<file path="src/rtl/pcc_pkg.sv">
// shared types and constants of the pearson correlation engine
package pcc_pkg;

   localparam int MAX_POINTS  = 4096;
   localparam int SAMPLE_BITS = 24;
   localparam int SAMPLE_W    = 24;
   localparam int CNT_W       = 13;
   localparam int SX_W        = 36;
   localparam int SXY_W       = 60;
   localparam int SQ_W        = 59;
   localparam int XX_W        = 2 * SAMPLE_BITS - 1;
   localparam int PROD_W      = 2 * SAMPLE_BITS;
   localparam int FLOOR_W     = 41;
   localparam int CORR_W      = 16;
   localparam int MIN_POINTS  = 3;
   localparam int V_W         = 76;
   localparam int P_W         = 142;
   localparam int PW          = 176;
   localparam int MW          = 88;
   localparam int K_W         = 16;
   localparam int K_MAX       = 32768;
   localparam int FRAC_W      = 16;
   localparam int QDEPTH      = 2;
   localparam int QCNT_W      = $clog2(QDEPTH + 1);
   localparam int QPTR_W      = $clog2(QDEPTH);

   localparam logic [FLOOR_W-1:0] FLOOR_RESET = FLOOR_W'(1);
   localparam logic [CORR_W-1:0]  CORR_MAX    = CORR_W'(32767);

   typedef struct packed {
      logic [CNT_W-1:0]        count;
      logic signed [SX_W-1:0]  sum_x;
      logic signed [SX_W-1:0]  sum_y;
      logic signed [SXY_W-1:0] sum_xy;
      logic [SQ_W-1:0]         sum_xx;
      logic [SQ_W-1:0]         sum_yy;
      logic                    dropped;
   } snap_type;

   typedef struct packed {
      logic          start;
      logic [PW-1:0] mcand;
      logic [MW-1:0] mplier;
   } mul_req_type;

   typedef struct packed {
      logic          done;
      logic [PW-1:0] product;
   } mul_rsp_type;

   typedef enum logic [2:0] {
      ST_IDLE, ST_START, ST_MUL, ST_SQ, ST_PROBE, ST_EMIT
   } state_type;

   typedef enum logic [3:0] {
      PH_NXY, PH_SXSY, PH_NXX, PH_SXSX, PH_NYY, PH_SYSY, PH_PROD, PH_LHS, PH_SEARCH
   } phase_type;

endpackage

</file>
<file path="src/rtl/pcc_fifo.sv">
// short queue of finished series sums between front and back
module pcc_fifo (
   input  logic                        clock,
   input  logic                        reset,
   input  logic                        push,
   input  pcc_pkg::snap_type           push_data,
   input  logic                        pop,
   output pcc_pkg::snap_type           head,
   output logic [pcc_pkg::QCNT_W-1:0]  count
);

   pcc_pkg::snap_type                  mem_ff [pcc_pkg::QDEPTH];
   logic [pcc_pkg::QPTR_W-1:0]         wr_ptr_ff;
   logic [pcc_pkg::QPTR_W-1:0]         rd_ptr_ff;
   logic [pcc_pkg::QCNT_W-1:0]         count_ff;

   always_ff @(posedge clock) begin
      if (reset) begin
         wr_ptr_ff <= '0;
         rd_ptr_ff <= '0;
         count_ff  <= '0;
      end else begin
         if (push) begin
            wr_ptr_ff <= wr_ptr_ff + pcc_pkg::QPTR_W'(1);
         end
         if (pop) begin
            rd_ptr_ff <= rd_ptr_ff + pcc_pkg::QPTR_W'(1);
         end
         count_ff <= count_ff + pcc_pkg::QCNT_W'(push) - pcc_pkg::QCNT_W'(pop);
      end
   end

   always_ff @(posedge clock) begin
      if (push) begin
         mem_ff[wr_ptr_ff] <= push_data;
      end
   end

   assign head  = mem_ff[rd_ptr_ff];
   assign count = count_ff;

endmodule

</file>
<file path="config.mk">
export PLATFORM = sky130hd
export DESIGN_NAME = pcc_fifo
export DESIGN_NICKNAME = d
export VERILOG_FILES = /design/src/rtl/pcc_pkg.sv /design/src/rtl/pcc_fifo.sv
export SDC_FILE = /design/constraint.sdc
export NUM_CORES = 1
export LEC_CHECK = 0
export BUFFER_PORTS_ARGS = -buffer_cell sky130_fd_sc_hd__buf_2
export CAP_MARGIN = 0
export CELL_PAD_IN_SITES_DETAIL_PLACEMENT = 0
export CELL_PAD_IN_SITES_GLOBAL_PLACEMENT = 1
export CORE_AREA = 2 2 205 207
export DETAILED_ROUTE_END_ITERATION = 16
export DIE_AREA = 0 0 207 209
export GPL_ROUTABILITY_DRIVEN = 1
export MAX_ROUTING_LAYER = met4
export PLACE_DENSITY = 0.93
export SLEW_MARGIN = 20
export SYNTH_ARGS = -nofsm -noshare
export SYNTH_HDL_FRONTEND = slang
export SYNTH_SLANG_ARGS = --single-unit
export TNS_END_PERCENT = 10
</file>
<file path="constraint.sdc">
create_clock -name clock -period 36.2 [get_ports clock]
set_input_delay 1.81 -clock clock [delete_from_list [all_inputs] [get_ports clock]]
set_output_delay 1.81 -clock clock [all_outputs]
set_load 0.01 [all_outputs]
</file>
==> After elaboration in Yosys (flattened, before gate mapping) <==
Memories as Yosys holds them, arrays and structs flattened. A register that Yosys moved wholly into a read port is not among the register bits.
Index checks and enable logic that the tools add are counted.
{ "word_totals": {"in_bits": 268, "output_inout_bits": 266, "register_bits": 4, "latch_bits": 0, "ram_bits": 528, "rom_bits": 0, "mem_count": 1, "elab_cells": 12} }
{ "memory_table": {"columns": ["memory", "depth", "width", "read_ports", "rd_ports_with_merged_regs", "wr", "line", "rtl"], "rows": [
  ["mem_ff", 2, 264, 1, 1, 1, "pcc_fifo.sv:12", "pcc_pkg::snap_type mem_ff [pcc_pkg::QDEPTH];"]
]} }
{ "classes": {"n_shift": 0, "muxes": 4, "eq_ne": 0, "n_addsub": 4, "mul": 0, "reduce_logical": 0, "n_div": 0, "bitwise_logic": 0, "n_lt_le_gt_ge": 0} }
{ "ops": {"columns": ["op", "n"], "rows": [
  ["$mux 1", 4],
  ["$add 1x1->1 const B", 2],
  ["$add 2x1->2", 1],
  ["$sub 2x1->2", 1]
]} }

==> Depth between registers and ports, before layout <==
{ "depth": {"word_depth": 3, "mapped_depth": 6, "depth_no_buf": 6} }

==> Worst setup path before layout <==
OpenSTA, ideal clock, no wires.
{ "synth_timing": {"kind": "input to register", "start": "input push", "end": "memory mem_ff[0][0] (netlist bit) (enable)", "setup_ns": 0.926, "arrival_time_ns": 13.167, "path_stages": 1, "setup_slack_ns": 22.107, "required_ns": 35.274, "path_buffers": 0, "cell_sequence": "nor2b_1"} }
{ "synth_between": {"elab_chain_cells": 2} }
{ "synth_lines": {"columns": ["element", "line", "rtl"], "rows": [
  ["start, declared", "pcc_fifo.sv:5", "input logic push,"],
  ["$mux 1", "pcc_fifo.sv:34", "if (push) begin"],
  ["$mux 1 (implied by the code)", "pcc_fifo.sv:35", "mem_ff[wr_ptr_ff] <= push_data;"],
  ["end, declared", "pcc_fifo.sv:12", null]
]} }
No other way between the ends.

==> impl_metrics.yaml <==
timing:
  finalSetupViolCount: 0
  min_period_ns: 5.537
  relSlewSlack_pct: 31.75
  fmax_mhz: 180.6
  grt_setup_unrepaired: "false"
  tightest_slew_ns: 1.024
  post-route-period-util_pct: 15.29
  hold_viol: 0
  drv_slew: 0
  setup_tns_ns: 0
  worst_clock_skew_ns: 0.01194
grt:
  grt-ovfl-total: 0
  grt_pass1_vias: 10790
  grt_max_degree: 80
  grt_pass1_wl_mm: 61.21
  grt_use_total_pct: 19.35
  antenna_found_initial: 11
critical_path:
  critical_path.top_delay_family: "buffers and inverters"
  slowest_delay_ns: 0.85
  path_cells: "buf_4 > buf_4 > mux2_2 > buf_2"
  r2r_slack_ns: 32.98
  worst_setup_path_end_kind: "output port"
  crit_arrival_ns: 3.73
  critPathKind: "flop to output port"
  start_kind: "flop"
  critPathMaxFanout: 77
  cp.required_ns: 34.39
  path_common_cell: "buf_4"
  cp_slowest_cell: "buf_4"
  crit_buf_inv: 3
floorplanning:
  die_w_um: 207
  fp.dieH_um: 209
  start_util_pct: 47.03
  rows: 75
  ioPinCount: 534
  coreArea_mm2: 0.04129
  die_area_mm2: 0.04326
yosys:
  synthSimpleGateAreaFrac_pct: 0.1740
  synthMuxAreaShare_pct: 15.31
  syn-cell-area_mm2: 0.01942
  synthDistinctLibCells: 12
  yosys.area_share.adder_pct: 0.1289
  synth_area_leaders: "edfxtp_1 82%, mux2_2 15%, clkbuf_8 1.6%"
  synth_top_cell_by_area: "edfxtp_1"
  synth_common_cells: "528 x edfxtp_1, 264 x mux2_2, 23 x clkbuf_8"
  synth_compound_area_share_pct: 0
  synth.avg_cell_area_um2: 23.12
  synthXorXnorAreaFrac_pct: 0.2062
  syn-num-nets: 1110
  synth_seq_cells: 533
  synth_edf_count: 528
  synth_seq_area_share_pct: 82.16
  netlist.area_leader.share_pct: 81.65
  synth_warnings: 0
  synth.most_common_cell: "edfxtp_1"
  async_reset_ff_share_pct: 0
  netlist_instances: 840
  synthFlopType: "edfxtp_1"
  synth_top_family_by_area: "multiplexers"
clock_network:
  cts_root_buffer: "clkbuf_16"
  cts.htree.levels: 2
  cts_buffers: 53
  clk_path_buf_depth: 3
  cts.sinks: 533
  path_clk_slew_ns: 0.06
  cts_tree: "built"
  cts-resized-gates: 0
  post_cts_buffers: 0
  ctsHoldBuffers: 0
  clk_latency_ns: 0.57
drt:
  dr.pass1.iters: 5
  drt-vias-per-instance: 5.045
  routed_wl_mm: 42.02
  num_vias: 10110
  first_iter_violations: 565
  ant_nets: 0
  wl_per_cell_um: 20.98
  drc: 0
cells_and_area:
  area_growth_pct: 24.75
  final_util_pct: 58.67
  drive_gt1_share_pct: 61.25
  fin_nets: 1679
power:
  ir_drop_v: 0.00003997
  powerDensity_mw_per_mm2: 58.36
  p_leak_nw: 9.038
min_path:
  hp-class: "flop to flop"
placement:
  dpl.hpwl_mm: 29.53
  portBuffers: 533
  gp_congestion: 0.9158
outcome:
  status: "completed"
flow_run:
  maxCapViolations: 0
state kept, by name, summed over array words and instances, names as in the netlist, named ones only:
name and count:
count 2, mem_ff 528, rd_ptr_ff 1, wr_ptr_ff 1
logic make-up after synthesis:
logic type,after synthesis
mux,264
fa+ha+maj,2
buf+inv,31
simple gates,7
flops,533
xor+xnor,3
cells in the final DEF (no fill, tap or decap), types with 4 or more instances in the layout:
master        n
buf_2       533
edfxtp_1    528
mux2_2      264
clkbuf_16    55
clkbuf_1     12
clkinv_2     12
diode_2      11
buf_4        10
clkinv_1      7
bufinv_16     5
nor2_1        4
clkinvlp_4    4
dfxtp_1       4
metrics by stage:
stage | instances | hold WS [ns] | setup slack [ns] | power (mW) | instance area (um^2)
finish | 2003 | 0.5265 | 30.66 | 1.414 | 24230
global route | 2003 | 0.5667 | 30.42 | 1.461 | 24230
CTS | 1992 | 0.5295 | 30.63 | 1.429 | 24200
detailed placement | 1893 | 0.5114 | 31.25 | 0.8925 | 22470
global placement | 1893 | 0.4950 | 31.38 | 0.8869 | 22470
floorplan | 840 | 0.4799 | 22.11 | 0.8407 | 19420
worst paths after layout:
path / start / to / cells after the start
worst min-delay path: rd_ptr_ff / flop / 2
worst max-delay path: flop / head[128] / 4
worst min register to register: rd_ptr_ff / flop / 2
worst max register to register: wr_ptr_ff / mem_ff[1][129] / 3
final cells by class:
type	count	area (um^2)
multi-input combinational	276	3082
sequential	533	15960
fill	3063	17060
clock inverter	30	284.0
clock buffer	69	1449
timing repair buffer	543	2743
tap	539	674.4
inverter	2	7.507
antenna	11	27.53
power by group:
group / internal (mW) / switching, mW
Combinational: 0.0664 / 0.0786
Clock: 0.318 / 0.217
Sequential: 0.722 / 0.0118
Total: 1.11 / 0.308
routing by layer:
layer  global-route usage (%)  vias to the layer above  routed length (um)
li1                         -                     4526                   -
met2                    32.28                      481               21560
met1                    21.09                     4991               15340
met5                        -                        -                   0
met4                    10.05                        0                1776
met3                    5.591                      107                3346
worst register-to-register path: stages, from the launching register on:
cell     delay [ns]
dfxtp_1        0.41
and2_4         0.65
buf_4          0.76
buf_4          0.96
Power figures use the tool's default switching activity.
