### config.mk
export PLATFORM = sky130hd
export DESIGN_NAME = pcc_mul
export DESIGN_NICKNAME = d
export VERILOG_FILES = /design/src/rtl/pcc_pkg.sv /design/src/rtl/pcc_mul.sv
export SDC_FILE = /design/constraint.sdc
export NUM_CORES = 1
export LEC_CHECK = 0
export BUFFER_PORTS_ARGS = -buffer_cell sky130_fd_sc_hd__buf_4
export CAP_MARGIN = 10
export CORE_MARGIN = 4
export CORE_UTILIZATION = 40
export DETAILED_ROUTE_END_ITERATION = 10
export SETUP_SLACK_MARGIN = 0.1
export SYNTH_ARGS = -nofsm -noshare
export SYNTH_HDL_FRONTEND = slang
export SYNTH_SLANG_ARGS = --single-unit
### constraint.sdc
create_clock -name clock -period 21.6 [get_ports clock]
set_input_delay 2.16 -clock clock [delete_from_list [all_inputs] [get_ports clock]]
set_output_delay 2.16 -clock clock [all_outputs]
set_load 0.005 [all_outputs]
### src/rtl/pcc_pkg.sv
// shared types and constants of the pearson correlation engine
package pcc_pkg;

   localparam int MAX_POINTS  = 4096;
   localparam int SAMPLE_BITS = 24;
   localparam int SAMPLE_W    = 24;
   localparam int CNT_W       = 13;
   localparam int SX_W        = 36;
   localparam int SXY_W       = 60;
   localparam int SQ_W        = 59;
   localparam int XX_W        = 2 * SAMPLE_BITS - 1;
   localparam int PROD_W      = 2 * SAMPLE_BITS;
   localparam int FLOOR_W     = 41;
   localparam int CORR_W      = 16;
   localparam int MIN_POINTS  = 3;
   localparam int V_W         = 76;
   localparam int P_W         = 142;
   localparam int PW          = 176;
   localparam int MW          = 88;
   localparam int K_W         = 16;
   localparam int K_MAX       = 32768;
   localparam int FRAC_W      = 16;
   localparam int QDEPTH      = 2;
   localparam int QCNT_W      = $clog2(QDEPTH + 1);
   localparam int QPTR_W      = $clog2(QDEPTH);

   localparam logic [FLOOR_W-1:0] FLOOR_RESET = FLOOR_W'(1);
   localparam logic [CORR_W-1:0]  CORR_MAX    = CORR_W'(32767);

   typedef struct packed {
      logic [CNT_W-1:0]        count;
      logic signed [SX_W-1:0]  sum_x;
      logic signed [SX_W-1:0]  sum_y;
      logic signed [SXY_W-1:0] sum_xy;
      logic [SQ_W-1:0]         sum_xx;
      logic [SQ_W-1:0]         sum_yy;
      logic                    dropped;
   } snap_type;

   typedef struct packed {
      logic          start;
      logic [PW-1:0] mcand;
      logic [MW-1:0] mplier;
   } mul_req_type;

   typedef struct packed {
      logic          done;
      logic [PW-1:0] product;
   } mul_rsp_type;

   typedef enum logic [2:0] {
      ST_IDLE, ST_START, ST_MUL, ST_SQ, ST_PROBE, ST_EMIT
   } state_type;

   typedef enum logic [3:0] {
      PH_NXY, PH_SXSY, PH_NXX, PH_SXSX, PH_NYY, PH_SYSY, PH_PROD, PH_LHS, PH_SEARCH
   } phase_type;

endpackage

### src/rtl/pcc_mul.sv
// shift-add multiplier, one multiplier bit per cycle, stops when the rest is zero
module pcc_mul (
   input  logic                  clock,
   input  logic                  reset,
   input  pcc_pkg::mul_req_type  mul_req,
   output pcc_pkg::mul_rsp_type  mul_rsp
);

   logic                     busy_ff;
   logic                     done_ff;
   logic [pcc_pkg::PW-1:0]   acc_ff;
   logic [pcc_pkg::PW-1:0]   mc_ff;
   logic [pcc_pkg::MW-1:0]   mp_ff;

   always_ff @(posedge clock) begin
      if (reset) begin
         busy_ff <= 1'b0;
         done_ff <= 1'b0;
      end else begin
         done_ff <= 1'b0;
         if (mul_req.start) begin
            busy_ff <= 1'b1;
         end else if (busy_ff && mp_ff == '0) begin
            busy_ff <= 1'b0;
            done_ff <= 1'b1;
         end
      end
   end

   always_ff @(posedge clock) begin
      if (mul_req.start) begin
         acc_ff <= '0;
         mc_ff  <= mul_req.mcand;
         mp_ff  <= mul_req.mplier;
      end else if (busy_ff && mp_ff != '0) begin
         if (mp_ff[0]) begin
            acc_ff <= acc_ff + mc_ff;
         end
         mc_ff <= {mc_ff[pcc_pkg::PW-2:0], 1'b0};
         mp_ff <= {1'b0, mp_ff[pcc_pkg::MW-1:1]};
      end
   end

   assign mul_rsp.done    = done_ff;
   assign mul_rsp.product = acc_ff;

endmodule

# ---- Yosys cells after proc, flatten, opt, wreduce, memory -nomap -nowiden
# Cells that the tools add are included.
dict set report word_totals {
  regBits 442
  latch_bits 0
  ram_bits 0
  romBits 0
  output_inout_bits 177
  word_cells 21
  memories 0
}
dict set report op_classes {
  n_addsub 1
  n_mul 0
  n_div 0
  order_cmp 0
  eq_ne 0
  n_shift 0
  n_mux 7
  n_bitwise 0
  n_reduce_logical 8
}
# operator n
set ops {}
lappend ops {{two-way mux 176 bit} 2}
lappend ops {{adder 176 bit} 1}
lappend ops {{two-way mux 88 bit} 2}
lappend ops {{logical NOT 88 bit} 1}
lappend ops {{nonzero test 88 bit} 1}
lappend ops {{nonzero test 2 bit} 2}
lappend ops {{two-way mux 1 bit} 3}
lappend ops {{logical AND 1 bit} 2}
lappend ops {{AND reduction 2 bit} 1}
lappend ops {{OR reduction 2 bit} 1}

# ---- Longest topological paths before layout
dict set report depth {
  depth_word 4
  ltp_mapped 15
}

# ---- Worst setup path after synthesis
# Ideal clock, no wire load.
dict set report synth_timing {
  kind {input to register}
  from {in mul_req[264] in the netlist's numbering}
  to {reg mc_ff[0] in the netlist's numbering, enable pin}
  setup_time_ns 2.008
  t_arrival_ns 7.270
  required_time_ns 19.592
  setup_slack_ns 12.322
  cell_stages 5
  n_path_buf 3
  cell_sequence {clkbuf_1 inv_1 clkbuf_1 clkbuf_1 nand2_1}
}
dict set report synth_via {
  elab_chain_cells 1
}
# element line_no
set synth_rtl {}
lappend synth_rtl {{from (decl)} pcc_mul.sv:5} ;# input pcc_pkg::mul_req_type mul_req,
lappend synth_rtl {{nonzero test 2 bit (no line)} --}
lappend synth_rtl {{to (signal assigned)} pcc_mul.sv:33} ;# mc_ff <= mul_req.mcand;
lappend synth_rtl {{to (signal assigned)} pcc_mul.sv:39} ;# mc_ff <= {mc_ff[pcc_pkg::PW-2:0], 1'b0};
lappend synth_rtl {{to (decl)} pcc_mul.sv:12} ;# logic [pcc_pkg::PW-1:0] mc_ff;
# Every way passes these cells.
# A chain may end at the register's enable or synchronous reset.

# ---- Worst setup path in the final report
dict set report layout_timing {
  from {reg mc_ff[8] in the netlist's numbering}
  to {reg acc_ff[175] in the netlist's numbering}
}
dict set report layout_via {
  elab_chain_cells 1
}
# element line_no
set layout_rtl {}
lappend layout_rtl {{adder 176 bit} pcc_mul.sv:37} ;# acc_ff <= acc_ff + mc_ff;
lappend layout_rtl {{to (signal assigned)} pcc_mul.sv:37}
lappend layout_rtl {{to (decl)} pcc_mul.sv:11} ;# logic [pcc_pkg::PW-1:0] acc_ff;
# Every way passes these cells.

==> results.cfg <==
[synthesis]
synth-main-ff-cell = edfxtp_1
synth.most_common_cell = nand2_1
synthCells = 3314
synth_top_area_share = 0.268
synthTopCellsByArea = edfxtp_1 (27%), dfxtp_1 (12%), mux2_2 (10%)
syn-num-nets = 3757
yosysTopAreaCell = edfxtp_1
synth_area_mm2 = 0.0296
yosys_warnings = 0
synthArstFlopShare = 0
synth_seq_cells = 442
syn_area_per_cell_um2 = 8.92
ys_top_cells_by_count = nand2_1 (480), a21oi_1 (440), edfxtp_1 (264), mux2_2 (264), nor2_1 (216)
seq_area_frac_synth = 0.389
synth-edff-count = 264
ys_types = 75

[placed_design]
portBuffers = 443
hpwlAfterDp_um = 81400
placed_cells = 4548
placed_area_mm2 = 0.0336
gp_congestion = 0.970

[finish]
nNetsFinal = 4085
final_layout_size_suffix_gt1_frac = 0.227
fillerInstances = 7142
fin_area_mm2 = 0.0354
instances_no_fill = 4645
syn2layout_area_growth_pct = 19.7
post-route-util = 0.484

[timing]
grt_setup_unrepaired = no
setup_violations = 0
maxSlewViolCount = 0
finalCritPeriodShare = 0.246
period_minus_slack_ns = 5.32
fin_tns_setup_ns = 0
tightest_slew_ns = 1.18
clock_skew_ns = 0.0187
fmax_mhz = 188
max_slew_margin = 0.214
hold_violations = 0

[routing]
ant_nets = 0
routed-via-count = 26800
via_per_inst = 5.78
routed_wirelength_um = 105000
routedWlPerCell_um = 22.6
drc = 0
drtPass1Iterations = 9
drt-initial-drc-count = 2040

[setup_path]
path_buf_inv = 0
cp_data_arrival_time_ns = 5.84
crit_chain = ha_1 -> nand4_1 -> nor2_1 -> nand3_1 -> a2111oi_1 -> o211ai_1 -> a211oi_2 -> a31oi_1 -> o21ai_2 -> a211oi_1 -> o21ai_0 -> mux2i_1 -> mux2_2
reg2reg_slack_ns = 16.28
slowest_stage = a2111oi_1
r2r_end = acc_ff[175]
critical_path_class = reg -> reg
cp.required_ns = 22.11
cp_top_family = compound AO/OA/AOI/OAI gates
timing.rr.start = mc_ff[8]
r2r_cells = 13
cp-end-kind = flop
critPathMaxFanout = 6
cpPeakStageDelay_ns = 0.78
cp-start-kind = flop

[pwr]
ir_drop_uv = 57.3
power.density_mw_per_mm2 = 77.4
p_leak_nw = 14.3
finalPower_mw = 2.74

[floorplanning]
num_rows = 99
start_util = 0.405
die_x_um = 280
die_area_mm2 = 0.0783
fp.dieH_um = 280
ios = 444
core_mm2 = 0.0731

[cts]
postCtsHoldBufs = 0
cts_tree = built
htree_levels = 2
clk_pin_slew_ns = 0.06
post-cts-setup-buffer-count = 0
clock_latency_ns = 0.62
clockRootBuffer = clkbuf_16
clkSinkCount = 442
cts_buffer_depth = 3
ctsResizeCount = 0
cts-buffers-inserted = 51

[min_path]
hold_start = acc_ff[79]
hold_path_depth = 2
whs_endpoint = acc_ff[79]
min_path_type = reg -> reg

[global_route]
grt_pass1_wl_um = 158000
antenna_found_initial = 2
grt_pass1_vias = 26200
grt_use_total = 0.256
grt.overflow.total = 0
grt_max_degree = 194

[job]
drv_cap = 0

[status]
outcome = completed
==> flip-flops by register name (all words and copies together) (netlist names) <==
| signal | count |
|---|---|
| mc_ff | 176 |
| busy_ff | 1 |
| mp_ff | 88 |
| acc_ff | 176 |
| done_ff | 1 |
==> through the flow <==
stage | setup WS, ns | hold slack (ns)
4_1_cts | 16.36 | 0.473
2_1_floorplan | 12.32 | 0.465
3_3_place_gp | 16.51 | 0.457
3_5_place_dp | 16.39 | 0.466
5_1_grt | 16.10 | 0.484
6_report | 16.28 | 0.471
==> logic make-up after synthesis <==
kind of cell,after synthesis,synth area share
AOI/OAI and AO/OA,966,0.195
xor gates and xnor gates,150,0.0444
adders and majority gates,176,0.0747
buffers and inverters,255,0.0325
DFF,442,0.389
muxes,269,0.102
and+or+nand+nor,1056,0.162
==> where the power goes <==
part | total, mW | internal, mW | switching (mW)
Clock | 0.934 | 0.551 | 0.383
Sequential | 1.06 | 0.993 | 0.0641
Combinational | 0.750 | 0.303 | 0.448
==> layer usage <==
metal,global-route usage,share of wire,wire (um)
met3,0.0500,0.074,7780
met5,0,0,0
met1,0.346,0.43,45400
met4,0.0728,0.030,3100
met2,0.421,0.46,48600
==> worst reg2reg max path, stage by stage (launching register included) <==
cell and delay (ns):
edfxtp_1 0.40, ha_1 0.42, nand4_1 0.23, nor2_1 0.15
nand3_1 0.14, a2111oi_1 0.78, o211ai_1 0.35, a211oi_2 0.62
a31oi_1 0.32, o21ai_2 0.52, a211oi_1 0.27, o21ai_0 0.44
mux2i_1 0.24, mux2_2 0.34
==> cell type report <==
| cell class | instances | area, um^2 | share of cell area |
|---|---|---|---|
| tap | 959 | 1200 | 0.0339 |
| inverter | 72 | 270 | 0.00764 |
| timing repair buffer | 458 | 3490 | 0.0985 |
| clock buffer | 76 | 1480 | 0.0418 |
| sequential | 442 | 11500 | 0.325 |
| antenna | 1 | 2.50 | 0.0000707 |
| clock inverter | 20 | 325 | 0.00919 |
| multi-input combinational | 2617 | 17100 | 0.484 |
==> worst max-delay path by stage <==
stage / from / cells after the start / to / slack (ns)
floorplan: mul_req[264] / 5 / mc_ff[0] / 12.32
global placement: mc_ff[11] / 13 / acc_ff[120] / 16.51
detailed placement: mc_ff[8] / 13 / acc_ff[175] / 16.39
CTS: mc_ff[8] / 13 / acc_ff[175] / 16.36
global route: mc_ff[8] / 13 / acc_ff[175] / 16.10
finish: mc_ff[8] / 13 / acc_ff[175] / 16.28
==> cell usage in the layout, fill, tap and decap left out, types with 8 or more instances in the layout <==
cell,n
nand4_1,106
a211oi_1,19
or3_1,14
xor2_1,62
or2_2,8
ha_1,175
nand2_1,479
and3_1,14
edfxtp_1,264
o31ai_1,15
xnor2_1,88
a21boi_0,21
clkbuf_1,14
nand2b_1,15
nor2_1,216
nor4_1,47
mux2_2,264
nand3_1,56
inv_1,72
o211ai_1,11
nor2b_1,14
a31oi_1,20
a21oi_1,440
a221oi_1,15
dfxtp_1,178
a21o_1,83
o21bai_1,67
or4_1,11
o21ai_0,199
buf_4,453
clkbuf_8,11
o21a_1,19
clkbuf_16,51
nor3_1,50
No activity file was read; power rests on OpenSTA's default activity.
