### src/rtl/pcc_pkg.sv
// shared types and constants of the pearson correlation engine
package pcc_pkg;

   localparam int MAX_POINTS  = 4096;
   localparam int SAMPLE_BITS = 24;
   localparam int SAMPLE_W    = 24;
   localparam int CNT_W       = 13;
   localparam int SX_W        = 36;
   localparam int SXY_W       = 60;
   localparam int SQ_W        = 59;
   localparam int XX_W        = 2 * SAMPLE_BITS - 1;
   localparam int PROD_W      = 2 * SAMPLE_BITS;
   localparam int FLOOR_W     = 41;
   localparam int CORR_W      = 16;
   localparam int MIN_POINTS  = 3;
   localparam int V_W         = 76;
   localparam int P_W         = 142;
   localparam int PW          = 176;
   localparam int MW          = 88;
   localparam int K_W         = 16;
   localparam int K_MAX       = 32768;
   localparam int FRAC_W      = 16;
   localparam int QDEPTH      = 2;
   localparam int QCNT_W      = $clog2(QDEPTH + 1);
   localparam int QPTR_W      = $clog2(QDEPTH);

   localparam logic [FLOOR_W-1:0] FLOOR_RESET = FLOOR_W'(1);
   localparam logic [CORR_W-1:0]  CORR_MAX    = CORR_W'(32767);

   typedef struct packed {
      logic [CNT_W-1:0]        count;
      logic signed [SX_W-1:0]  sum_x;
      logic signed [SX_W-1:0]  sum_y;
      logic signed [SXY_W-1:0] sum_xy;
      logic [SQ_W-1:0]         sum_xx;
      logic [SQ_W-1:0]         sum_yy;
      logic                    dropped;
   } snap_type;

   typedef struct packed {
      logic          start;
      logic [PW-1:0] mcand;
      logic [MW-1:0] mplier;
   } mul_req_type;

   typedef struct packed {
      logic          done;
      logic [PW-1:0] product;
   } mul_rsp_type;

   typedef enum logic [2:0] {
      ST_IDLE, ST_START, ST_MUL, ST_SQ, ST_PROBE, ST_EMIT
   } state_type;

   typedef enum logic [3:0] {
      PH_NXY, PH_SXSY, PH_NXX, PH_SXSX, PH_NYY, PH_SYSY, PH_PROD, PH_LHS, PH_SEARCH
   } phase_type;

endpackage

### src/rtl/pcc_rsp_if.sv
// correlation result channel
interface pcc_rsp_if;
   logic                               valid;
   logic                               ready;
   logic signed [pcc_pkg::CORR_W-1:0]  correlation;
   logic                               defined;
   logic [pcc_pkg::CNT_W-1:0]          point_count;
   logic                               overflowed;
   modport source (output valid, correlation, defined, point_count, overflowed, input ready);
   modport sink (input valid, correlation, defined, point_count, overflowed, output ready);
endinterface

### src/rtl/pcc_back.sv
// back end: centered sums, validity test and rounded coefficient search
module pcc_back (
   input  logic                         clock,
   input  logic                         reset,
   input  logic [pcc_pkg::FLOOR_W-1:0]  variance_floor,
   input  logic [pcc_pkg::QCNT_W-1:0]   q_count,
   input  pcc_pkg::snap_type            q_head,
   output logic                         q_pop,
   output pcc_pkg::mul_req_type         mul_req,
   input  pcc_pkg::mul_rsp_type         mul_rsp,
   pcc_rsp_if.source                    rsp_bus
);

   pcc_pkg::state_type                 state_ff, state_in;
   pcc_pkg::phase_type                 phase_ff, phase_in;
   pcc_pkg::snap_type                  snap_ff, snap_in;
   logic signed [pcc_pkg::V_W-1:0]     tmp_ff, tmp_in;
   logic signed [pcc_pkg::V_W-1:0]     sxy_ff, sxy_in;
   logic signed [pcc_pkg::V_W-1:0]     sxx_ff, sxx_in;
   logic [pcc_pkg::P_W-1:0]            p_ff, p_in;
   logic [pcc_pkg::PW-1:0]             l_ff, l_in;
   logic [pcc_pkg::K_W-1:0]            lo_ff, lo_in;
   logic [pcc_pkg::K_W-1:0]            hi_ff, hi_in;
   logic [pcc_pkg::K_W-1:0]            mid_ff, mid_in;
   logic [2*pcc_pkg::K_W-1:0]          odd2_ff, odd2_in;
   logic                               neg_ff, neg_in;
   logic                               def_ff, def_in;
   logic [pcc_pkg::CORR_W-1:0]         corr_ff, corr_in;

   logic                               rsp_valid_ff;
   logic [pcc_pkg::CORR_W-1:0]         rsp_corr_ff;
   logic                               rsp_def_ff;
   logic [pcc_pkg::CNT_W-1:0]          rsp_count_ff;
   logic                               rsp_ovf_ff;
   logic                               rsp_load;

   logic signed [pcc_pkg::V_W-1:0]     prod_v;
   logic signed [pcc_pkg::V_W-1:0]     syy_v;
   logic [pcc_pkg::SX_W-1:0]           ax;
   logic [pcc_pkg::SX_W-1:0]           ay;
   logic [pcc_pkg::SXY_W-1:0]          axy;
   logic [pcc_pkg::V_W-1:0]            sxy_abs;
   logic                               m2_neg;
   logic                               def_v;
   logic [pcc_pkg::K_W:0]              mid_sum;
   logic [pcc_pkg::K_W:0]              odd_wide;
   logic [pcc_pkg::K_W-1:0]            odd;
   logic [pcc_pkg::K_W-1:0]            lo_n;
   logic [pcc_pkg::K_W-1:0]            hi_n;

   assign prod_v  = pcc_pkg::V_W'(mul_rsp.product);
   assign ax      = snap_ff.sum_x[pcc_pkg::SX_W-1] ? unsigned'(-snap_ff.sum_x)
                                                   : unsigned'(snap_ff.sum_x);
   assign ay      = snap_ff.sum_y[pcc_pkg::SX_W-1] ? unsigned'(-snap_ff.sum_y)
                                                   : unsigned'(snap_ff.sum_y);
   assign axy     = snap_ff.sum_xy[pcc_pkg::SXY_W-1] ? unsigned'(-snap_ff.sum_xy)
                                                     : unsigned'(snap_ff.sum_xy);
   assign sxy_abs = sxy_ff[pcc_pkg::V_W-1] ? unsigned'(-sxy_ff) : unsigned'(sxy_ff);
   assign m2_neg  = snap_ff.sum_x[pcc_pkg::SX_W-1] ^ snap_ff.sum_y[pcc_pkg::SX_W-1];
   assign syy_v   = tmp_ff - prod_v;
   assign def_v   = (sxx_ff != '0) && (syy_v != '0) &&
                    (unsigned'(sxx_ff) >= pcc_pkg::V_W'(variance_floor)) &&
                    (unsigned'(syy_v) >= pcc_pkg::V_W'(variance_floor));

   // bisection point and its odd value 2*mid-1
   assign mid_sum  = {1'b0, lo_ff} + {1'b0, hi_ff} + (pcc_pkg::K_W + 1)'(1);
   assign odd_wide = {mid_sum[pcc_pkg::K_W:1], 1'b0} - (pcc_pkg::K_W + 1)'(1);
   assign odd      = odd_wide[pcc_pkg::K_W-1:0];

   always_comb begin
      state_in = state_ff;
      phase_in = phase_ff;
      snap_in  = snap_ff;
      tmp_in   = tmp_ff;
      sxy_in   = sxy_ff;
      sxx_in   = sxx_ff;
      p_in     = p_ff;
      l_in     = l_ff;
      lo_in    = lo_ff;
      hi_in    = hi_ff;
      mid_in   = mid_ff;
      odd2_in  = odd2_ff;
      neg_in   = neg_ff;
      def_in   = def_ff;
      corr_in  = corr_ff;
      q_pop    = 1'b0;
      rsp_load = 1'b0;
      mul_req.start  = 1'b0;
      mul_req.mcand  = '0;
      mul_req.mplier = '0;
      lo_n = lo_ff;
      hi_n = hi_ff;
      case (state_ff)
         pcc_pkg::ST_IDLE: begin
            if (q_count != '0) begin
               q_pop    = 1'b1;
               snap_in  = q_head;
               state_in = pcc_pkg::ST_START;
            end
         end
         pcc_pkg::ST_START: begin
            if (snap_ff.count < pcc_pkg::CNT_W'(pcc_pkg::MIN_POINTS)) begin
               def_in   = 1'b0;
               corr_in  = '0;
               state_in = pcc_pkg::ST_EMIT;
            end else begin
               mul_req.start  = 1'b1;
               mul_req.mcand  = pcc_pkg::PW'(axy);
               mul_req.mplier = pcc_pkg::MW'(snap_ff.count);
               phase_in = pcc_pkg::PH_NXY;
               state_in = pcc_pkg::ST_MUL;
            end
         end
         pcc_pkg::ST_MUL: begin
            if (mul_rsp.done) begin
               case (phase_ff)
                  pcc_pkg::PH_NXY: begin
                     tmp_in = snap_ff.sum_xy[pcc_pkg::SXY_W-1] ? -prod_v : prod_v;
                     mul_req.start  = 1'b1;
                     mul_req.mcand  = pcc_pkg::PW'(ax);
                     mul_req.mplier = pcc_pkg::MW'(ay);
                     phase_in = pcc_pkg::PH_SXSY;
                  end
                  pcc_pkg::PH_SXSY: begin
                     sxy_in = m2_neg ? tmp_ff + prod_v : tmp_ff - prod_v;
                     mul_req.start  = 1'b1;
                     mul_req.mcand  = pcc_pkg::PW'(snap_ff.sum_xx);
                     mul_req.mplier = pcc_pkg::MW'(snap_ff.count);
                     phase_in = pcc_pkg::PH_NXX;
                  end
                  pcc_pkg::PH_NXX: begin
                     tmp_in = prod_v;
                     mul_req.start  = 1'b1;
                     mul_req.mcand  = pcc_pkg::PW'(ax);
                     mul_req.mplier = pcc_pkg::MW'(ax);
                     phase_in = pcc_pkg::PH_SXSX;
                  end
                  pcc_pkg::PH_SXSX: begin
                     sxx_in = tmp_ff - prod_v;
                     mul_req.start  = 1'b1;
                     mul_req.mcand  = pcc_pkg::PW'(snap_ff.sum_yy);
                     mul_req.mplier = pcc_pkg::MW'(snap_ff.count);
                     phase_in = pcc_pkg::PH_NYY;
                  end
                  pcc_pkg::PH_NYY: begin
                     tmp_in = prod_v;
                     mul_req.start  = 1'b1;
                     mul_req.mcand  = pcc_pkg::PW'(ay);
                     mul_req.mplier = pcc_pkg::MW'(ay);
                     phase_in = pcc_pkg::PH_SYSY;
                  end
                  pcc_pkg::PH_SYSY: begin
                     neg_in = sxy_ff[pcc_pkg::V_W-1];
                     def_in = def_v;
                     if (!def_v) begin
                        corr_in  = '0;
                        state_in = pcc_pkg::ST_EMIT;
                     end else begin
                        mul_req.start  = 1'b1;
                        mul_req.mcand  = pcc_pkg::PW'(unsigned'(sxx_ff));
                        mul_req.mplier = pcc_pkg::MW'(unsigned'(syy_v));
                        phase_in = pcc_pkg::PH_PROD;
                     end
                  end
                  pcc_pkg::PH_PROD: begin
                     p_in = mul_rsp.product[pcc_pkg::P_W-1:0];
                     mul_req.start  = 1'b1;
                     mul_req.mcand  = pcc_pkg::PW'({sxy_abs, {pcc_pkg::FRAC_W{1'b0}}});
                     mul_req.mplier = pcc_pkg::MW'({sxy_abs, {pcc_pkg::FRAC_W{1'b0}}});
                     phase_in = pcc_pkg::PH_LHS;
                  end
                  pcc_pkg::PH_LHS: begin
                     l_in     = mul_rsp.product;
                     lo_in    = '0;
                     hi_in    = pcc_pkg::K_W'(pcc_pkg::K_MAX);
                     phase_in = pcc_pkg::PH_SEARCH;
                     state_in = pcc_pkg::ST_SQ;
                  end
                  pcc_pkg::PH_SEARCH: begin
                     // keep mid when (2mid-1)^2 * Sxx*Syy still fits under the scaled Sxy^2
                     if (l_ff >= mul_rsp.product) begin
                        lo_n = mid_ff;
                     end else begin
                        hi_n = mid_ff - pcc_pkg::K_W'(1);
                     end
                     lo_in = lo_n;
                     hi_in = hi_n;
                     if (lo_n < hi_n) begin
                        state_in = pcc_pkg::ST_SQ;
                     end else begin
                        if (neg_ff) begin
                           corr_in = pcc_pkg::CORR_W'(-signed'({1'b0, lo_n}));
                        end else if (lo_n[pcc_pkg::K_W-1]) begin
                           corr_in = pcc_pkg::CORR_MAX;
                        end else begin
                           corr_in = pcc_pkg::CORR_W'(lo_n);
                        end
                        state_in = pcc_pkg::ST_EMIT;
                     end
                  end
                  default: begin
                     state_in = pcc_pkg::ST_IDLE;
                  end
               endcase
            end
         end
         pcc_pkg::ST_SQ: begin
            mid_in   = mid_sum[pcc_pkg::K_W:1];
            odd2_in  = odd * odd;
            state_in = pcc_pkg::ST_PROBE;
         end
         pcc_pkg::ST_PROBE: begin
            mul_req.start  = 1'b1;
            mul_req.mcand  = pcc_pkg::PW'(p_ff);
            mul_req.mplier = pcc_pkg::MW'(odd2_ff);
            state_in = pcc_pkg::ST_MUL;
         end
         pcc_pkg::ST_EMIT: begin
            if (!rsp_valid_ff || rsp_bus.ready) begin
               rsp_load = 1'b1;
               state_in = pcc_pkg::ST_IDLE;
            end
         end
         default: begin
            state_in = pcc_pkg::ST_IDLE;
         end
      endcase
   end

   always_ff @(posedge clock) begin
      if (reset) begin
         state_ff     <= pcc_pkg::ST_IDLE;
         phase_ff     <= pcc_pkg::PH_NXY;
         rsp_valid_ff <= 1'b0;
      end else begin
         state_ff <= state_in;
         phase_ff <= phase_in;
         if (rsp_load) begin
            rsp_valid_ff <= 1'b1;
         end else if (rsp_bus.ready) begin
            rsp_valid_ff <= 1'b0;
         end
      end
   end

   always_ff @(posedge clock) begin
      snap_ff <= snap_in;
      tmp_ff  <= tmp_in;
      sxy_ff  <= sxy_in;
      sxx_ff  <= sxx_in;
      p_ff    <= p_in;
      l_ff    <= l_in;
      lo_ff   <= lo_in;
      hi_ff   <= hi_in;
      mid_ff  <= mid_in;
      odd2_ff <= odd2_in;
      neg_ff  <= neg_in;
      def_ff  <= def_in;
      corr_ff <= corr_in;
      if (rsp_load) begin
         rsp_corr_ff  <= corr_ff;
         rsp_def_ff   <= def_ff;
         rsp_count_ff <= snap_ff.count;
         rsp_ovf_ff   <= snap_ff.dropped;
      end
   end

   assign rsp_bus.valid       = rsp_valid_ff;
   assign rsp_bus.correlation = rsp_corr_ff;
   assign rsp_bus.defined     = rsp_def_ff;
   assign rsp_bus.point_count = rsp_count_ff;
   assign rsp_bus.overflowed  = rsp_ovf_ff;

endmodule

### src/flat_wrapper.sv
// flat-port wrapper written by rule: the top's interface ports become plain ports
module pcc_back_flat 
  (clock, reset, variance_floor, q_count, q_head, q_pop, mul_req, mul_rsp, rsp_bus_valid, rsp_bus_correlation, rsp_bus_defined, rsp_bus_point_count, rsp_bus_overflowed, rsp_bus_ready);
  pcc_rsp_if rsp_bus_i ();
  input  logic clock;
  input  logic reset;
  input  logic [pcc_pkg::FLOOR_W-1:0] variance_floor;
  input  logic [pcc_pkg::QCNT_W-1:0] q_count;
  input  pcc_pkg::snap_type q_head;
  output logic q_pop;
  output pcc_pkg::mul_req_type mul_req;
  input  pcc_pkg::mul_rsp_type mul_rsp;
  output wire logic [$bits(rsp_bus_i.valid)-1:0] rsp_bus_valid;
  output wire logic [$bits(rsp_bus_i.correlation)-1:0] rsp_bus_correlation;
  output wire logic [$bits(rsp_bus_i.defined)-1:0] rsp_bus_defined;
  output wire logic [$bits(rsp_bus_i.point_count)-1:0] rsp_bus_point_count;
  output wire logic [$bits(rsp_bus_i.overflowed)-1:0] rsp_bus_overflowed;
  input wire logic [$bits(rsp_bus_i.ready)-1:0] rsp_bus_ready;
  assign rsp_bus_valid = rsp_bus_i.valid;
  assign rsp_bus_correlation = rsp_bus_i.correlation;
  assign rsp_bus_defined = rsp_bus_i.defined;
  assign rsp_bus_point_count = rsp_bus_i.point_count;
  assign rsp_bus_overflowed = rsp_bus_i.overflowed;
  assign rsp_bus_i.ready = rsp_bus_ready;
  pcc_back u_core (.clock(clock), .reset(reset), .variance_floor(variance_floor), .q_count(q_count), .q_head(q_head), .q_pop(q_pop), .mul_req(mul_req), .mul_rsp(mul_rsp), .rsp_bus(rsp_bus_i));
endmodule
### config.mk
export PLATFORM = sky130hd
export DESIGN_NAME = pcc_back_flat
export DESIGN_NICKNAME = d
export VERILOG_FILES = /design/src/rtl/pcc_pkg.sv /design/src/rtl/pcc_rsp_if.sv /design/src/rtl/pcc_back.sv /design/src/flat_wrapper.sv
export SDC_FILE = /design/constraint.sdc
export NUM_CORES = 2
export LEC_CHECK = 0
export BUFFER_PORTS_ARGS = -buffer_cell sky130_fd_sc_hd__buf_2
export CAP_MARGIN = 15
export CORE_ASPECT_RATIO = 0.5
export CORE_MARGIN = 2
export CORE_UTILIZATION = 65
export CTS_CLUSTER_DIAMETER = 40
export DETAILED_ROUTE_END_ITERATION = 10
export HOLD_SLACK_MARGIN = 0.02
export PLACE_DENSITY = 0.88
export SYNTH_ARGS = -nofsm -noshare
export SYNTH_HDL_FRONTEND = slang
export SYNTH_SLANG_ARGS = --single-unit
### constraint.sdc
create_clock -name clock -period 48.7 [get_ports clock]
set_input_delay 0 -clock clock [delete_from_list [all_inputs] [get_ports clock]]
set_output_delay 0 -clock clock [all_outputs]
set_load 0.05 [all_outputs]
==> results of run 1 <==
[cells by family after synthesis]
group           share of synthesized area (%)
buf+inv                                  5.18
compound gates                           17.1
mux                                      1.66
flops                                    42.6
xor+xnor                                 6.04
simple gates                             12.1
fa+ha+maj                                15.3
other cells                           0.00566
[layer usage]
metal | overflow | track usage, %
met5 | 18 | 42.0
met2 | 138 | 90.4
met1 | 59 | 79.1
met3 | 51 | 60.3
met4 | 101 | 64.6
[metrics by stage]
step	cell area (µm²)	setup slack, ns	hold WS, ns
after floorplan	66400	29.81	0.0691
after global placement	71400	37.90	0.176
after detailed placement	71400	37.39	0.178
after CTS	82400	37.30	0.0202
==> results.md, run 1 <==
Synth:
- Sequential cells were found to cover ~43% of the synthesized design area.
- The async set-reset flop share out of synthesis is 0%.
- The netlist uses 99 different library cells.
- The most used flip-flop cell after synthesis is edfxtp_1.
- The number of warnings issued by yosys is 0.
- In this run the cell area of the synthesized design comes to 66300 µm².
- The synthesized design contains 935 enable-type register cells.
- The most instantiated library cell after synthesis is edfxtp_1.
- The post-synthesis sequential element count is ~940.
- The mean cell area of the mapped netlist is 10.4 µm².
- The commonest cells after synthesis are edfxtp_1 (935), inv_1 (575), ha_1 (541), nor2_1 (464), a21oi_1 (393).
- By area the synthesized netlist is led by edfxtp_1 (42%), ha_1 (10%), fa_1 (5.0%).
- The largest total area in the synthesized netlist belongs to edfxtp_1.
- The cell count after synthesis came out at roughly 6400.
- Of the post-synthesis cell area, the dominant cell type holds 42.4%.

Floorplan:
- The row count is 82.
- From left edge to right edge, the die measures 456 µm.
- For this configuration, the core starts out at a cell density of around two thirds.
- During I/O placement, the number of pins put on the boundary was roughly 790.
- The floorplan step set the die height to approximately 230 µm.

Status:
- The run stopped with a tool error.
- The tool reported: "[ERROR GRT-0232] Routing congestion too high. Check the congestion heatmap in the GUI".
- The stage where the run came to a stop is global routing (5_1_grt).

Clock network:
- The longest clock path from root to sink contains 3 buffers.
- The count of cells resized by post-cts repair is 0.
- The maximum level of the CTS H-tree is 3.
- The total CTS buffers is slightly below 100.
- After clock tree synthesis, the setup repair step added 0 buffers.
- The count of hold-fix buffers inserted at cts is between 700 and 800.
- Clock tree synthesis found a total of 943 sinks.
- The library cell used as clock root buffer is clkbuf_16.

Place:
- After legalization and detailed placement, the total HPWL measured around 220000 µm.
- The count of placed standard cells including taps is ~8300.
- The count of buffers inserted at the top-level ports is 750.
- Routability-driven placement finished with a final weighted congestion of roughly 1.2.

Global route:
- After global routing the overflow that remains totals 367.
- For this run, the total global-route usage over all layers was measured as between 70% and 80%.
- The pin count of the biggest net entering global routing is 131.
==> run 2, diff against run 1 <==
CORE_ASPECT_RATIO = unset   (was 0.5)
CORE_UTILIZATION = 40   (was 65)
CTS_CLUSTER_DIAMETER = unset   (was 40)
HOLD_SLACK_MARGIN = unset   (was 0.02)
PLACE_DENSITY = unset   (was 0.88)
PLACE_DENSITY_LB_ADDON = 0.15   (was unset)
==> results.md, run 2 <==
STA:
- The measured slew at the worst slew-check pin is ~1.3 ns.
- For the final database, setup skew stands at roughly 0.065 ns.
- The setup slack after layout is around 38 ns.
- The final number of max-transition violations came to 0.
- The final count of negative-setup-slack endpoints is 0.
- For the finished layout, the period the worst path requires is about 11 ns.
- The count of endpoints failing hold in the final timing report is 0.
- The highest clock rate is 0.0927 GHz.
- After routing, the total negative slack on setup checks comes to 0 ns.
- The share of the clock period used by the worst path after layout is about 22%.
- In this run the tightest slew margin relative to its limit is approximately 14%.
- Setup repair after global routing left no endpoint under its margin.

Cells and area:
- The multi-input combinational cells in the finished layout cover a total of about 35000 µm².
- At the end of the flow, the number of nets in the layout was 9073.
- Leaving out fill and tap cells, the most frequent cell in the layout is edfxtp_1.
- The largest registers in the layout are u_core.snap_ff x264, u_core.l_ff x176, u_core.p_ff x142.
- Of the cells placed in the final design, the portion with a size suffix greater than 1 is between 10% and 20%.
- The register ranked first by flip-flop count is u_core.snap_ff.
- The growth of design area from synthesis to finish is 26.9%.
- The final design utilization is 51.0%.
- Summing all flip-flop and latch instances after layout gives roughly 28000 µm².
- Counting the fill cells in the layout gives about 15000.
- The number of flip-flops under the largest register name is 264.
- The library cells used most frequently in the layout, excluding fill and tap cells, are edfxtp_1 (935), dlygate4sd3_1 (809), buf_2 (750), inv_1 (575), ha_1 (541).

Floorplan:
- The die area is ~170000 µm².
- The initial core utilization was 40.2% (was 65.9%).
- The core box area is between 150000 and 200000 µm².
- The die boundary width is 411 µm (was 456 µm).
- The die height is 411 µm (was 230 µm).
- The total I/O pin count is 785 (unchanged).
- The row count is 149 (was 82).

Synth:
- The instance count of the mapped netlist came to 6368 (unchanged).
- The number of warnings issued by yosys was 0 (unchanged).
- Top cells by area, synth: edfxtp_1 (42%), ha_1 (10%), fa_1 (5.0%) (unchanged).
- The top cell type's share of synthesized area is 42.4% (unchanged).
- The mean cell area of the mapped netlist is 10.4 µm² (unchanged).
- The most used flip-flop cell after synthesis is edfxtp_1 (unchanged).
- The most instantiated library cell after synthesis was edfxtp_1 (unchanged).
- The summed instance area of the synthesized netlist was 66300 µm² (unchanged).
- The async set-reset flop share out of synthesis is 0% (unchanged).
- The post-synthesis sequential element count was 943 (unchanged).
- The unique cell type count in the Yosys netlist is 99 (unchanged).
- Most common library cells after synthesis: edfxtp_1 (935), inv_1 (575), ha_1 (541), nor2_1 (464), a21oi_1 (393) (unchanged).
- The post-synthesis sequential area ratio was 42.6% (unchanged).
- The number of flops mapped to enable cells by yosys is 935 (unchanged).
- The most area-hungry cell type in the Yosys netlist is edfxtp_1 (unchanged).

Setup path:
- The cell repeated most along the worst path is inv_1.
- The slowest stage of the critical path belongs to the cell a2111oi_0.
- The setup check on the worst reg-to-reg path leaves a slack of 37.92 ns.
- STA classifies the critical path endpoint as a flop.
- The top fanout value on the critical path is 10.
- In this run the critical register-to-register path is launched from u_core.lo_ff[2].
- The critical path in this run is classified as flop to flop.
- The worst reg2reg path endpoint is u_core.odd2_ff[30].
- The number of cells on the worst reg-to-reg path is 35.
- STA puts the critical path data required time at between 40 and 50 ns.
- The worst setup path is launched from a flop.
- Data arrives at the worst endpoint at between 10 and 15 ns.
- For this run, the slowest stage of the critical path takes 0.79 ns.

Route:
- The ratio of routed vias to standard cells is 5.79.
- In the routed design, unresolved DRC markers number 0.
- The final layout contains routed wiring with a total length of 274000 µm.
- After the first detailed-routing iteration, the DRC count stood at roughly 6500.
- Once detail routing completed, the nets flagged for antenna violations numbered 0.
- The via count is 58970.
- In the final routed layout, each cell accounts on average for around 27 µm.
- The number of detailed-route iterations in the first pass is 7.

Global route:
- The pin count of the biggest net entering global routing is 100.
- The number of global-route vias before repair is around 57000.
- The overall global routing resource usage is about a third.
- The wire length of the first global-routing pass is 394000 µm.
- The total overflow reported by the global router is 0.
- The initial antenna violation count is between 40 and 50.

Hold path:
- The worst hold-check path type is input port to flop.
- The worst hold path begins at q_head[163].
- The number of instances on the worst hold path is 2.
- The endpoint of the worst hold path is u_core.snap_ff[163].

Clock network:
- The number of post-CTS setup repair buffers is 0 (unchanged).
- The maximum level of the CTS H-tree is 3 (unchanged).
- The total CTS buffers is 109 (was 99).
- For the worst-skew pair, the clock arrives at the later sink with an insertion delay of 0.79 ns.
- The maximum buffer depth of the clock tree is 3 (unchanged).
- The CTS tree is done.
- The library cell used as clock root buffer is clkbuf_16 (unchanged).
- The clock sink total is 943 (unchanged).
- After clock tree synthesis, the clock-pin slew on the worst setup and hold paths is ~0.060 ns.

Power:
- The leakage power total is roughly 35 nW.
- Dividing total power by cell area gives a power density of about 33 nW/µm².
- In this run the power spent charging and discharging nets is slightly above 1 mW.
- The switching part of the total power is a little under two fifths.
- The worst-case vdd ir drop is around 0.000043 V.
- The clock network is responsible for roughly 29% of the overall power.
- Of the total power, registers draw about two fifths.
- The relative contribution of combinational cells to total power is 32.6%.
- The internal power of the cells totals 1.74 mW.

Place:
- The HPWL reported at the end of detailed placement is 212000 µm (was 216000 µm).
- The pre-CTS worst setup slack came to 37.97 ns (was 37.39 ns).
- The count of buffers inserted at the top-level ports is 750 (unchanged).
- The placer's final routability congestion estimate came to 0.993 (was 1.16).

Status:
- Status: completed (was aborted with a tool error).

Run:
- Across the run, the number of max-cap violations was 0.
## run 2: how the worst max path moves through the flow
stage / start / to / slack (ns) / cells after the start
after detailed placement: u_core.lo_ff[2] / u_core.odd2_ff[30] / 37.97 / 35
after floorplan: u_core.state_ff[2] / u_core.l_ff[0] / 29.81 / 4
after CTS: u_core.lo_ff[2] / u_core.odd2_ff[30] / 37.93 / 35
final: u_core.lo_ff[2] / u_core.odd2_ff[30] / 37.92 / 35
after global routing: u_core.hi_ff[1] / u_core.odd2_ff[30] / 37.13 / 37
after global placement: u_core.lo_ff[2] / u_core.odd2_ff[30] / 37.99 / 35
## run 2: metrics by stage
stage          hold slack (ns)  instances  power (mW)  cell area [µm²]
3_5_place_dp             0.178       9147        1.89            72500
3_3_place_gp             0.178       9147        1.89            72500
6_report                0.0488      10183        2.77            84100
5_1_grt                0.00751      10167        2.86            84100
4_1_cts               0.000762      10160        2.75            84100
2_1_floorplan           0.0691       6401        1.61            66400
## run 2: cell families (layout without fill, tap and decap cells)
group,after synthesis,after routing,share of synthesized area [%]
AO/OA/AOI/OAI,1674,1674,17.1
AND/OR/NAND/NOR,1610,1610,12.1
flip-flops,943,943,42.6
buffers and inverters,868,2438,5.18
adder cells (fa/ha/maj),708,708,15.3
XOR/XNOR,457,457,6.04
multiplexers,107,107,1.66
other,1,57,0.00566
## run 2: layout make-up
type	count	share of cell area [%]
antenna	23	0.0684
clock buffer	139	3.43
clock inverter	65	0.669
inverter	586	2.62
multi-input combinational	4590	41.5
sequential	943	33.6
tap	2189	3.26
timing repair buffer	1648	14.9
## run 2: critical path, delay by kind of cell, from the launching register on
| family | cells | cell delay (ns) |
|---|---|---|
| flops | 1 | 0.46 |
| xor+xnor | 1 | 0.18 |
| fa+ha+maj | 8 | 3.63 |
| buf+inv | 8 | 0.99 |
| simple gates | 6 | 1.57 |
| compound gates | 12 | 3.67 |
## run 2: what timing repair did
item,CTS,global route
resized for setup,0,0
endpoints found under the hold margin,671,0
hold buffers,809,0
## run 2: power by group through the flow
stage	combinational (mW)	clock (mW)	sequential [mW]
floorplan	0.526	0	1.08
CTS	0.877	0.823	1.05
global placement	0.818	0	1.07
finish	0.901	0.809	1.06
detailed placement	0.820	0	1.07
global route	0.951	0.853	1.06
## run 2: metal layers
metal	routed length, µm	GRT usage, %	vias to the layer above
met1	122000	45.0	29116
met2	117000	47.1	2810
met5	181	0	-
li1	-	-	26567
met3	24700	6.66	449
met4	11200	11.3	28
No activity file was read; power rests on OpenSTA's default activity.
